## config.mk

```make
export PLATFORM = sky130hd
export DESIGN_NAME = ogg_page_lacing_parser_top
export DESIGN_NICKNAME = d
export VERILOG_FILES = /design/src/ogglp_pkg.sv /design/src/ogg_page_lacing_parser_top.sv /design/src/ogglp_out_stage.sv
export SDC_FILE = /design/constraint.sdc
export NUM_CORES = 1
export LEC_CHECK = 0
export ABC_AREA = 1
export BUFFER_PORTS_ARGS = -buffer_cell sky130_fd_sc_hd__buf_2
export CELL_PAD_IN_SITES_DETAIL_PLACEMENT = 0
export CELL_PAD_IN_SITES_GLOBAL_PLACEMENT = 2
export CORE_ASPECT_RATIO = 1.75
export CORE_MARGIN = 5
export CORE_UTILIZATION = 34
export DETAILED_ROUTE_END_ITERATION = 12
export PLACE_DENSITY = 0.87
export SYNTH_ARGS = -nofsm -noshare
export SYNTH_HDL_FRONTEND = slang
export SYNTH_SLANG_ARGS = --single-unit
```

## constraint.sdc

```tcl
create_clock -name clk_i -period 8.5 [get_ports clk_i]
set_input_delay 1.275 -clock clk_i [delete_from_list [all_inputs] [get_ports clk_i]]
set_output_delay 1.275 -clock clk_i [all_outputs]
set_load 0.01 [all_outputs]
```

## src/ogglp_pkg.sv

```systemverilog
// shared types and constants of the ogg page lacing parser
package ogglp_pkg;

  // page layout
  localparam logic [8:0] SkipHiPos  = 9'd4;
  localparam logic [8:0] SkipLoPos  = 9'd5;
  localparam logic [8:0] CountPos   = 9'd26;
  localparam logic [8:0] TableStart = 9'd27;
  localparam logic [8:0] PosMax     = 9'd511;

  // a lacing value of this size continues the packet
  localparam logic [7:0] LaceCont = 8'd255;

  // reset value of the frame size register
  localparam logic [15:0] FrameBytesReset = 16'd3840;

  // one result word
  typedef struct packed {
    logic        packet_valid;
    logic [15:0] packet_length;
    logic [15:0] packet_offset;
    logic [7:0]  packet_index;
    logic [15:0] pre_skip;
    logic        partial_tail;
    logic        page_done;
    logic [7:0]  packet_count;
    logic [23:0] decoded_bytes;
  } result_t;

endpackage

```

## src/ogg_page_lacing_parser_top.sv

```systemverilog
// top level of the ogg page lacing parser
// Takes one page byte per cycle while in_stall_o is low (page_start_i marks
// byte 0) and walks the segment table: bytes 4 and 5 give a big-endian
// pre-skip, byte 26 the segment count, and the lacing values from byte 27 on
// are joined into packets. Every complete packet gives one word with its
// length, page offset and index; a table ending in 255 gives a partial-tail
// word, and the last word of a table carries the packet count and
// packet_count * frame_bytes. The parse state update handles each accepted
// byte; a word goes into the output register, or into the skid register when
// the output is held. Input is stalled only when both hold words the consumer
// has not taken. The user must write frame_bytes through the cfg port only
// while no page is in flight; the block itself does not enforce this.
module ogg_page_lacing_parser_top
  import ogglp_pkg::*;
(
  input  logic        clk_i,
  input  logic        rst_ni,
  // configuration
  input  logic        cfg_valid_i,
  output logic        cfg_ready_o,
  input  logic [15:0] cfg_frame_bytes_i,
  // input bytes
  input  logic        in_valid_i,
  output logic        in_stall_o,
  input  logic [7:0]  data_byte_i,
  input  logic        page_start_i,
  // result words
  output logic        out_valid_o,
  input  logic        out_stall_i,
  output logic        packet_valid_o,
  output logic [15:0] packet_length_o,
  output logic [15:0] packet_offset_o,
  output logic [7:0]  packet_index_o,
  output logic [15:0] pre_skip_o,
  output logic        partial_tail_o,
  output logic        page_done_o,
  output logic [7:0]  packet_count_o,
  output logic [23:0] decoded_bytes_o
);

  logic [15:0] frame_bytes_q;
  logic [8:0]  pos_q, pos_d;
  logic [7:0]  seg_total_q, seg_total_d;
  logic [7:0]  seg_seen_q, seg_seen_d;
  logic [15:0] run_len_q, run_len_d;
  logic [15:0] next_off_q, next_off_d;
  logic [7:0]  pkts_q, pkts_d;
  logic [15:0] skip_q, skip_d;
  logic        tbl_done_q, tbl_done_d;

  logic        accept;
  logic        full;
  logic        has_res;
  result_t     res;
  result_t     res_out;

  // per-page values as seen by this word
  logic [8:0]  e_pos;
  logic [7:0]  e_total, e_seen, seen_inc;
  logic [15:0] e_run, run_sum, e_off;
  logic [7:0]  e_pkts, cnt;
  logic [15:0] e_skip;
  logic        active, last, done;

  assign cfg_ready_o = 1'b1;
  assign in_stall_o  = full;
  assign accept      = in_valid_i && !full;

  // frame size register
  always_ff @(posedge clk_i or negedge rst_ni) begin
    if (!rst_ni) begin
      frame_bytes_q <= FrameBytesReset;
    end else if (cfg_valid_i) begin
      frame_bytes_q <= cfg_frame_bytes_i;
    end
  end

  // page start clears the page state before the byte is looked at
  always_comb begin
    e_pos   = page_start_i ? '0 : pos_q;
    e_total = page_start_i ? '0 : seg_total_q;
    e_seen  = page_start_i ? '0 : seg_seen_q;
    e_run   = page_start_i ? '0 : run_len_q;
    e_off   = page_start_i ? '0 : next_off_q;
    e_pkts  = page_start_i ? '0 : pkts_q;
    e_skip  = page_start_i ? '0 : skip_q;
    active  = page_start_i || !tbl_done_q;
  end

  assign seen_inc = e_seen + 8'd1;
  assign last     = (seen_inc == e_total);
  assign run_sum  = e_run + {8'd0, data_byte_i};

  // parse step
  always_comb begin
    pos_d      = e_pos;
    seg_total_d = e_total;
    seg_seen_d = e_seen;
    run_len_d  = e_run;
    next_off_d = e_off;
    pkts_d     = e_pkts;
    skip_d     = e_skip;
    tbl_done_d = tbl_done_q;
    has_res    = 1'b0;
    done       = 1'b0;
    cnt        = e_pkts;

    res               = '0;
    res.pre_skip      = e_skip;
    res.packet_offset = e_off;
    res.packet_index  = e_pkts;

    if (active) begin
      tbl_done_d = 1'b0;
      if (e_pos == SkipHiPos) begin
        skip_d         = {data_byte_i, e_skip[7:0]};
      end else if (e_pos == SkipLoPos) begin
        skip_d         = {e_skip[15:8], data_byte_i};
      end else if (e_pos == CountPos) begin
        seg_total_d = data_byte_i;
        next_off_d  = {8'd0, data_byte_i} + {7'd0, TableStart};
        if (data_byte_i == 8'd0) begin
          has_res               = 1'b1;
          done                  = 1'b1;
          tbl_done_d            = 1'b1;
          res.packet_offset     = {7'd0, TableStart};
        end
      end else if (e_pos >= TableStart) begin
        seg_seen_d = seen_inc;
        run_len_d  = run_sum;
        if (data_byte_i != LaceCont) begin
          // packet ends here
          has_res           = 1'b1;
          done              = last;
          cnt               = e_pkts + 8'd1;
          pkts_d            = cnt;
          next_off_d        = e_off + run_sum;
          run_len_d         = '0;
          res.packet_valid  = 1'b1;
          res.packet_length = run_sum;
        end else if (last) begin
          // run continues on the next page
          has_res           = 1'b1;
          done              = 1'b1;
          res.partial_tail  = 1'b1;
          res.packet_length = run_sum;
        end
        if (last) begin
          tbl_done_d = 1'b1;
        end
      end
      if (e_pos != PosMax) begin
        pos_d = e_pos + 9'd1;
      end
    end

    res.page_done     = done;
    res.packet_count  = cnt;
    res.pre_skip      = skip_d;
    res.decoded_bytes = done ? ({16'd0, cnt} * {8'd0, frame_bytes_q}) : '0;
  end

  // parse state
  always_ff @(posedge clk_i or negedge rst_ni) begin
    if (!rst_ni) begin
      pos_q       <= '0;
      seg_total_q <= '0;
      seg_seen_q  <= '0;
      run_len_q   <= '0;
      next_off_q  <= '0;
      pkts_q      <= '0;
      skip_q      <= '0;
      tbl_done_q  <= 1'b1;
    end else if (accept) begin
      pos_q       <= pos_d;
      seg_total_q <= seg_total_d;
      seg_seen_q  <= seg_seen_d;
      run_len_q   <= run_len_d;
      next_off_q  <= next_off_d;
      pkts_q      <= pkts_d;
      skip_q      <= skip_d;
      tbl_done_q  <= tbl_done_d;
    end
  end

  // result buffering
  ogglp_out_stage u_out_stage (
    .clk_i       (clk_i),
    .rst_ni      (rst_ni),
    .push_i      (accept && has_res),
    .res_i       (res),
    .full_o      (full),
    .out_valid_o (out_valid_o),
    .out_stall_i (out_stall_i),
    .res_o       (res_out)
  );

  assign packet_valid_o  = res_out.packet_valid;
  assign packet_length_o = res_out.packet_length;
  assign packet_offset_o = res_out.packet_offset;
  assign packet_index_o  = res_out.packet_index;
  assign pre_skip_o      = res_out.pre_skip;
  assign partial_tail_o  = res_out.partial_tail;
  assign page_done_o     = res_out.page_done;
  assign packet_count_o  = res_out.packet_count;
  assign decoded_bytes_o = res_out.decoded_bytes;

endmodule

```

## src/ogglp_out_stage.sv

```systemverilog
// output register with a skid register behind it
module ogglp_out_stage
  import ogglp_pkg::*;
(
  input  logic    clk_i,
  input  logic    rst_ni,
  input  logic    push_i,
  input  result_t res_i,
  output logic    full_o,
  output logic    out_valid_o,
  input  logic    out_stall_i,
  output result_t res_o
);

  logic    out_valid_q, out_valid_d;
  logic    skid_valid_q, skid_valid_d;
  result_t out_q, out_d;
  result_t skid_q, skid_d;
  logic    pop;

  assign pop = out_valid_q && !out_stall_i;

  // steer new words into the output or the skid register
  always_comb begin
    out_valid_d  = out_valid_q;
    skid_valid_d = skid_valid_q;
    out_d        = out_q;
    skid_d       = skid_q;
    if (skid_valid_q) begin
      if (pop) begin
        out_d        = skid_q;
        out_valid_d  = 1'b1;
        skid_valid_d = 1'b0;
      end
    end else if (push_i) begin
      if (!out_valid_q || pop) begin
        out_d       = res_i;
        out_valid_d = 1'b1;
      end else begin
        skid_d       = res_i;
        skid_valid_d = 1'b1;
      end
    end else if (pop) begin
      out_valid_d = 1'b0;
    end
  end

  // control registers
  always_ff @(posedge clk_i or negedge rst_ni) begin
    if (!rst_ni) begin
      out_valid_q  <= 1'b0;
      skid_valid_q <= 1'b0;
    end else begin
      out_valid_q  <= out_valid_d;
      skid_valid_q <= skid_valid_d;
    end
  end

  // payload registers
  always_ff @(posedge clk_i) begin
    out_q  <= out_d;
    skid_q <= skid_d;
  end

  assign full_o      = skid_valid_q;
  assign out_valid_o = out_valid_q;
  assign res_o       = out_q;

endmodule

```

==> metrics.txt, run 1 <==
outcome=complete, no violations; initial antenna violation count=0; crit share post-route=0.825; f_max=approximately 140 MHz; top cells by count, synth=nand2_1 (480), inv_1 (354), nor2_1 (285); drt total wl=62,300 um; Critical Path RT=8.81 ns; dpl cells=between 3,000 and 4,000; drt first pass iters=5; Final WS setup=roughly 1.5 ns; total CTS buffers=29; HPWL Detailed=48,400 um; setup_tns=0 ns; Final #Nets=2,575; WL/cell=20.1 um; crit-path max FO=13; largest net degree at the start of global routing=78; measured slew at the worst slew-check pin=~1.2 ns; Antenna diodes=0; Reg clk slew, reported paths=roughly 0.070 ns; final setup vio count=0; Sequential Area=7980 um^2; Fin Clk Skew=0.0157 ns; core area=55,300 um^2; Antenna Nets Post-Route=0; Worst path slowest cell=fa_1; hold_buf cts=0; Synth area leaders=edfxtp_1 (29%), dfrtp_1 (13%), nand2_1 (9.5%), fa_1 (9.1%), inv_1 (7.0%); die area=roughly 61,000 um^2; flop2flop setup slack=slightly below 2 ns; pre-CTS setup slack=0.934 ns; Area Overhead vs Synth=12.1%; flops & latches, synth=282; drt drc=0; pwr/cell area=257 nW/um^2; vias in the first global route=16,094; Clock Sinks=~280; Fillers=between 5,000 and 6,000; syn avg cell area=8.33 um^2; yosys warns=0; GRT Total Usage=0.204; asr flop ratio synth=0.355; critical path data arrival time=about 7.3 ns; register area share after synthesis=0.419; PnR Total Power=5.47 mW; share of layout cells above drive strength 1=0.122; share of the synthesized area in the top cell type=0.287; # IOs=124; CTS H-tree lvls=1; clock latency at the later pin of the worst-skew pair=0.59 ns; unrepaired setup endpoints after global routing=no; number of DRC markers in iteration 0=around 890; final hold vios=0; multi-input logic area=between 9000 and 10,000 um^2; # resized after CTS=0; Worst IR Drop VDD=0.231 mV; Setup Fix Bufs, Post-CTS=0; CTS tree=yes; post-synth cell types=55; Min Clock Period, post-route=7.01 ns; largest area contributor in the netlist=edfxtp_1; die height=323 um; DR vias/cell=5.04; Syn Nets=2,475; Placer Congestion=between 0.8 and 0.9; Post-Synthesis Cells=2,283; number of synthesized flops with an enable pin=~180; Startpoint Class=primary input; most common cell in the netlist=nand2_1; Cell Rows=114; deepest clock path buffer count=3; via count=15,611; Root Buffer=clkbuf_16; non-filler instance count after layout=3,100; cell area after synthesis=19,000 um^2; CP max stage delay=between 0.5 and 0.6 ns; first-pass GRT wire length=95,400 um; worst relative slew slack=0.211; Initial Utilization=0.344; WS Path Type=in -> reg; Chip Width=189 um; fin. max-slew vios=0; max cap viols=0; ys flop type=edfxtp_1; P_leak=~9.9 nW; CP endpoint kind=flip-flop; Buffers on Ports=around 120; min-delay worst type=reg -> reg; global route total overflow=0
[metrics by stage]
stage | instance area (um^2) | utilization | hold slack [ns]
global placement | 20300 | 0.367 | 0.463
finish | 21300 | 0.385 | 0.485
detailed placement | 20300 | 0.367 | 0.466
CTS | 21300 | 0.385 | 0.485
floorplan | 19000 | - | 0.449
global route | 21300 | 0.385 | 0.516
[routing by layer]
metal | global-route usage | wire, um
met3 | 0.0167 | 2140
met1 | 0.202 | 21200
met2 | 0.404 | 34500
met4 | 0.126 | 4460
met5 | 0 | 0
[area by class of cell]
| class | count | share of cell area |
|---|---|---|
| timing repair buffer | 146 | 0.0378 |
| inverter | 381 | 0.0671 |
| clock inverter | 20 | 0.0116 |
| clock buffer | 32 | 0.0346 |
| multi-input combinational | 1543 | 0.434 |
| tap | 696 | 0.0409 |
| sequential | 282 | 0.374 |
[placed cells by master (no fill, tap or decap), types with 13 or more instances in the layout]
cell	n
buf_2	121
nor2_4	13
nor2_2	25
nand4_1	45
inv_2	20
inv_1	353
nand3_1	92
nand2_1	479
o21ai_0	157
nor2_1	284
dfrtp_1	94
nand2_2	15
clkbuf_16	29
clkinv_1	14
edfxtp_1	182
buf_4	24
a21oi_1	116
xor2_1	22
nor3_1	17
fa_1	86
ha_1	76
[where the power goes]
part	total [mW]	switching (mW)	internal [mW]
sequential	1.99	0.147	1.84
clock	1.36	0.579	0.779
combinational	2.12	1.50	0.626
[worst max-delay path: cells and delay by family]
| kind | cells | cell delay (ns) |
|---|---|---|
| AOI/OAI and AO/OA | 1 | 0.08 |
| adders and majority gates | 6 | 2.70 |
| buffers and inverters | 9 | 0.88 |
| and+or+nand+nor | 18 | 2.37 |
[final timing paths]
check	startpoint	end	cells past startpoint
worst min register to register	next_off_q[7]$_DFFE_PN0P_	next_off_q[7]$_DFFE_PN0P_	2
min in group asynchronous	rst_ni	skip_q[7]$_DFFE_PN0P_	1
worst min-delay path	next_off_q[7]$_DFFE_PN0P_	next_off_q[7]$_DFFE_PN0P_	2
worst max register to register	pos_q[1]$_DFFE_PN0P_	u_out_stage.res_o[22]$_DFFE_PP_	34
worst max-delay path	page_start_i	u_out_stage.res_o[22]$_DFFE_PP_	34
max in group asynchronous	rst_ni	next_off_q[14]$_DFFE_PN0P_	2
[cell families after synthesis]
logic type      count (synthesis)  share of synthesized area
compound gates                341                     0.0975
xor+xnor                       35                     0.0165
fa+ha+maj                     162                      0.141
buf+inv                       458                     0.0959
flops                         282                      0.419
other cells                     1                   0.000197
simple gates                 1004                      0.230
[flip-flops by register name (all words and copies together), names as in the netlist]
name and count:
u_out_stage.skid_q 91, frame_bytes_q 16, seg_total_q 8, pos_q 9, u_out_stage.out_valid_o 1, pkts_q 8, next_off_q 16, seg_seen_q 8
u_out_stage.res_o 91, run_len_q 16, u_out_stage.full_o 1, tbl_done_q 1, skip_q 16
(Power assumes the default switching activity.)
==> run 2: changes to the inputs <==
--- a/config.mk
+++ b/config.mk
@@ -11,9 +11,9 @@
 export CELL_PAD_IN_SITES_GLOBAL_PLACEMENT = 2
 export CORE_ASPECT_RATIO = 1.75
 export CORE_MARGIN = 5
-export CORE_UTILIZATION = 34
+export CORE_UTILIZATION = 38
 export DETAILED_ROUTE_END_ITERATION = 12
-export PLACE_DENSITY = 0.87
+export PLACE_DENSITY = 0.91
 export SYNTH_ARGS = -nofsm -noshare
 export SYNTH_HDL_FRONTEND = slang
 export SYNTH_SLANG_ARGS = --single-unit
==> constraint.sdc (replaced) <==
create_clock -name clk_i -period 6.6 [get_ports clk_i]
set_input_delay 0.99 -clock clk_i [delete_from_list [all_inputs] [get_ports clk_i]]
set_output_delay 0.99 -clock clk_i [all_outputs]
set_load 0.01 [all_outputs]
==> run 2 against run 1 <==
  * Critical path depth is 3 lower
  * Register-to-register slack worse by 1.4 ns
  * Combinational power is 37% higher
  * Die area is 10% lower
  * Largest power group unchanged
==> metrics.txt, run 2 (synthesis gave the netlist of run 1 again) <==
Buf+Inv Stages, Crit Path=9; share of layout cells above drive strength 1=0.175; number of DRC markers in iteration 0=roughly 960; crit share post-route=0.940; placed inst area=21,500 um^2; measured slew at the worst slew-check pin=0.998 ns; unrepaired setup endpoints after global routing=no; setup_tns=0 ns; Worst path slowest cell=fa_1; DR vias/cell=5.05; deepest clock path buffer count=3; Critical Path RT=6.90 ns; critical path data arrival time=6.50 ns; initial antenna violation count=0; Reg clk slew, reported paths=roughly 0.070 ns; Buffers on Ports=roughly 120; delay-heaviest family, CP=adder cells; largest net degree at the start of global routing=just over 90; WL/cell=19.8 um; final instance area=22,400 um^2; drt first pass iters=7; f_max=161 MHz; Initial Utilization=0.383; Fin Clk Skew=0.0182 ns; Clock Sinks=around 280; via count=16,236; CTS tree=yes; Area Overhead vs Synth=18.0%; fin. max-slew vios=0; outcome=complete, no violations; Root Buffer=clkbuf_16; first-pass GRT wire length=96,900 um; global route total overflow=0; CTS H-tree lvls=1; total CTS buffers=29; Antenna Nets Post-Route=0; most common cell after layout, fill and taps aside=nand2_1; Antenna diodes=0; most frequent cells in the layout=nand2_1 (479), inv_1 (353), nor2_1 (284); max cap viols=0; # IOs=124; drt total wl=63,600 um; GRT Total Usage=0.232; P_leak=10.7 nW; Chip Width=179 um; Worst IR Drop VDD=0.294 mV; pwr/cell area=roughly 320 nW/um^2; Final #Nets=around 2,700; worst relative slew slack=0.332; Worst Reg-to-Reg Cells=31; clock latency at the later pin of the worst-skew pair=0.57 ns; crit path from=page_start_i; CP endpoint kind=flip-flop; CP max stage delay=~0.6 ns; min-delay worst type=in -> async; Fillers=between 5,000 and 6,000; worst hold margin=0.400 ns; crit-path max FO=12; Min Clock Period, post-route=6.21 ns; die height=306 um; final hold vios=0; core area=49,600 um^2; vias in the first global route=around 17,000; die area=roughly 55,000 um^2; Cell Rows=around 110; final setup vio count=0; drt drc=0; WS Path Type=in -> reg; CP Depth=31; Placer Congestion=0.975; Startpoint Class=primary input; Reg2Reg Launch Point=pos_q[1]$_DFFE_PN0P_; HPWL Detailed=49,700 um
run 2: final timing paths:
kind,slack [ns],end
min,0.40,skip_q[14]$_DFFE_PN0P_
min reg2reg,0.48,next_off_q[15]$_DFFE_PN0P_
max reg2reg,0.62,u_out_stage.res_o[20]$_DFFE_PP_
max,0.39,u_out_stage.res_o[20]$_DFFE_PP_
min in group clk_i,0.48,next_off_q[15]$_DFFE_PN0P_
max in group asynchronous,4.78,pos_q[8]$_DFFE_PN0P_
run 2: worst reg2reg max path, delay by kind of cell, from the launching register on:
family,cells,cell delay (ns)
buffers and inverters,8,0.81
DFF,1,0.34
adders and majority gates,6,2.56
AOI/OAI and AO/OA,4,0.70
and+or+nand+nor,13,1.31
run 2: power breakdown:
group	switching (mW)	internal [mW]	total, mW
sequential	0.195	2.38	2.57
combinational	1.94	0.969	2.91
clock	0.725	0.968	1.69
run 2: per-layer routing:
metal  GRT usage  wire [um]  vias up
met2       0.457      35700      409
met4       0.121       3800        0
met5           0          0        -
met1       0.235      22100     7870
met3      0.0196       2010      139
li1            -          -     7818
run 2: layout make-up:
class | count | area [um^2] | share of cell area
multi-input combinational | 1543 | 9260 | 0.413
sequential | 282 | 7980 | 0.356
timing repair buffer | 295 | 1990 | 0.0886
inverter | 381 | 1430 | 0.0638
tap | 660 | 826 | 0.0368
clock buffer | 42 | 805 | 0.0359
clock inverter | 11 | 150 | 0.00669
run 2: repair_timing:
item | CTS | global route
endpoints found under the setup margin | 0 | 3
setup buffers | 0 | 0
hold buffers | 0 | 0
gates resized for setup | 0 | 5
run 2: stage by stage:
| step | power [mW] | utilization | cells | worst slack, ns |
|---|---|---|---|---|
| after floorplan | 4.36 | - | 2283 | 0.0110 |
| after global placement | 5.49 | 0.433 | 3161 | -0.239 |
| after detailed placement | 5.54 | 0.433 | 3161 | -0.246 |
| after CTS | 7.25 | 0.452 | 3214 | 0.336 |
| after global routing | 7.64 | 0.452 | 3214 | 0.0000213 |
| final | 7.18 | 0.452 | 3214 | 0.393 |
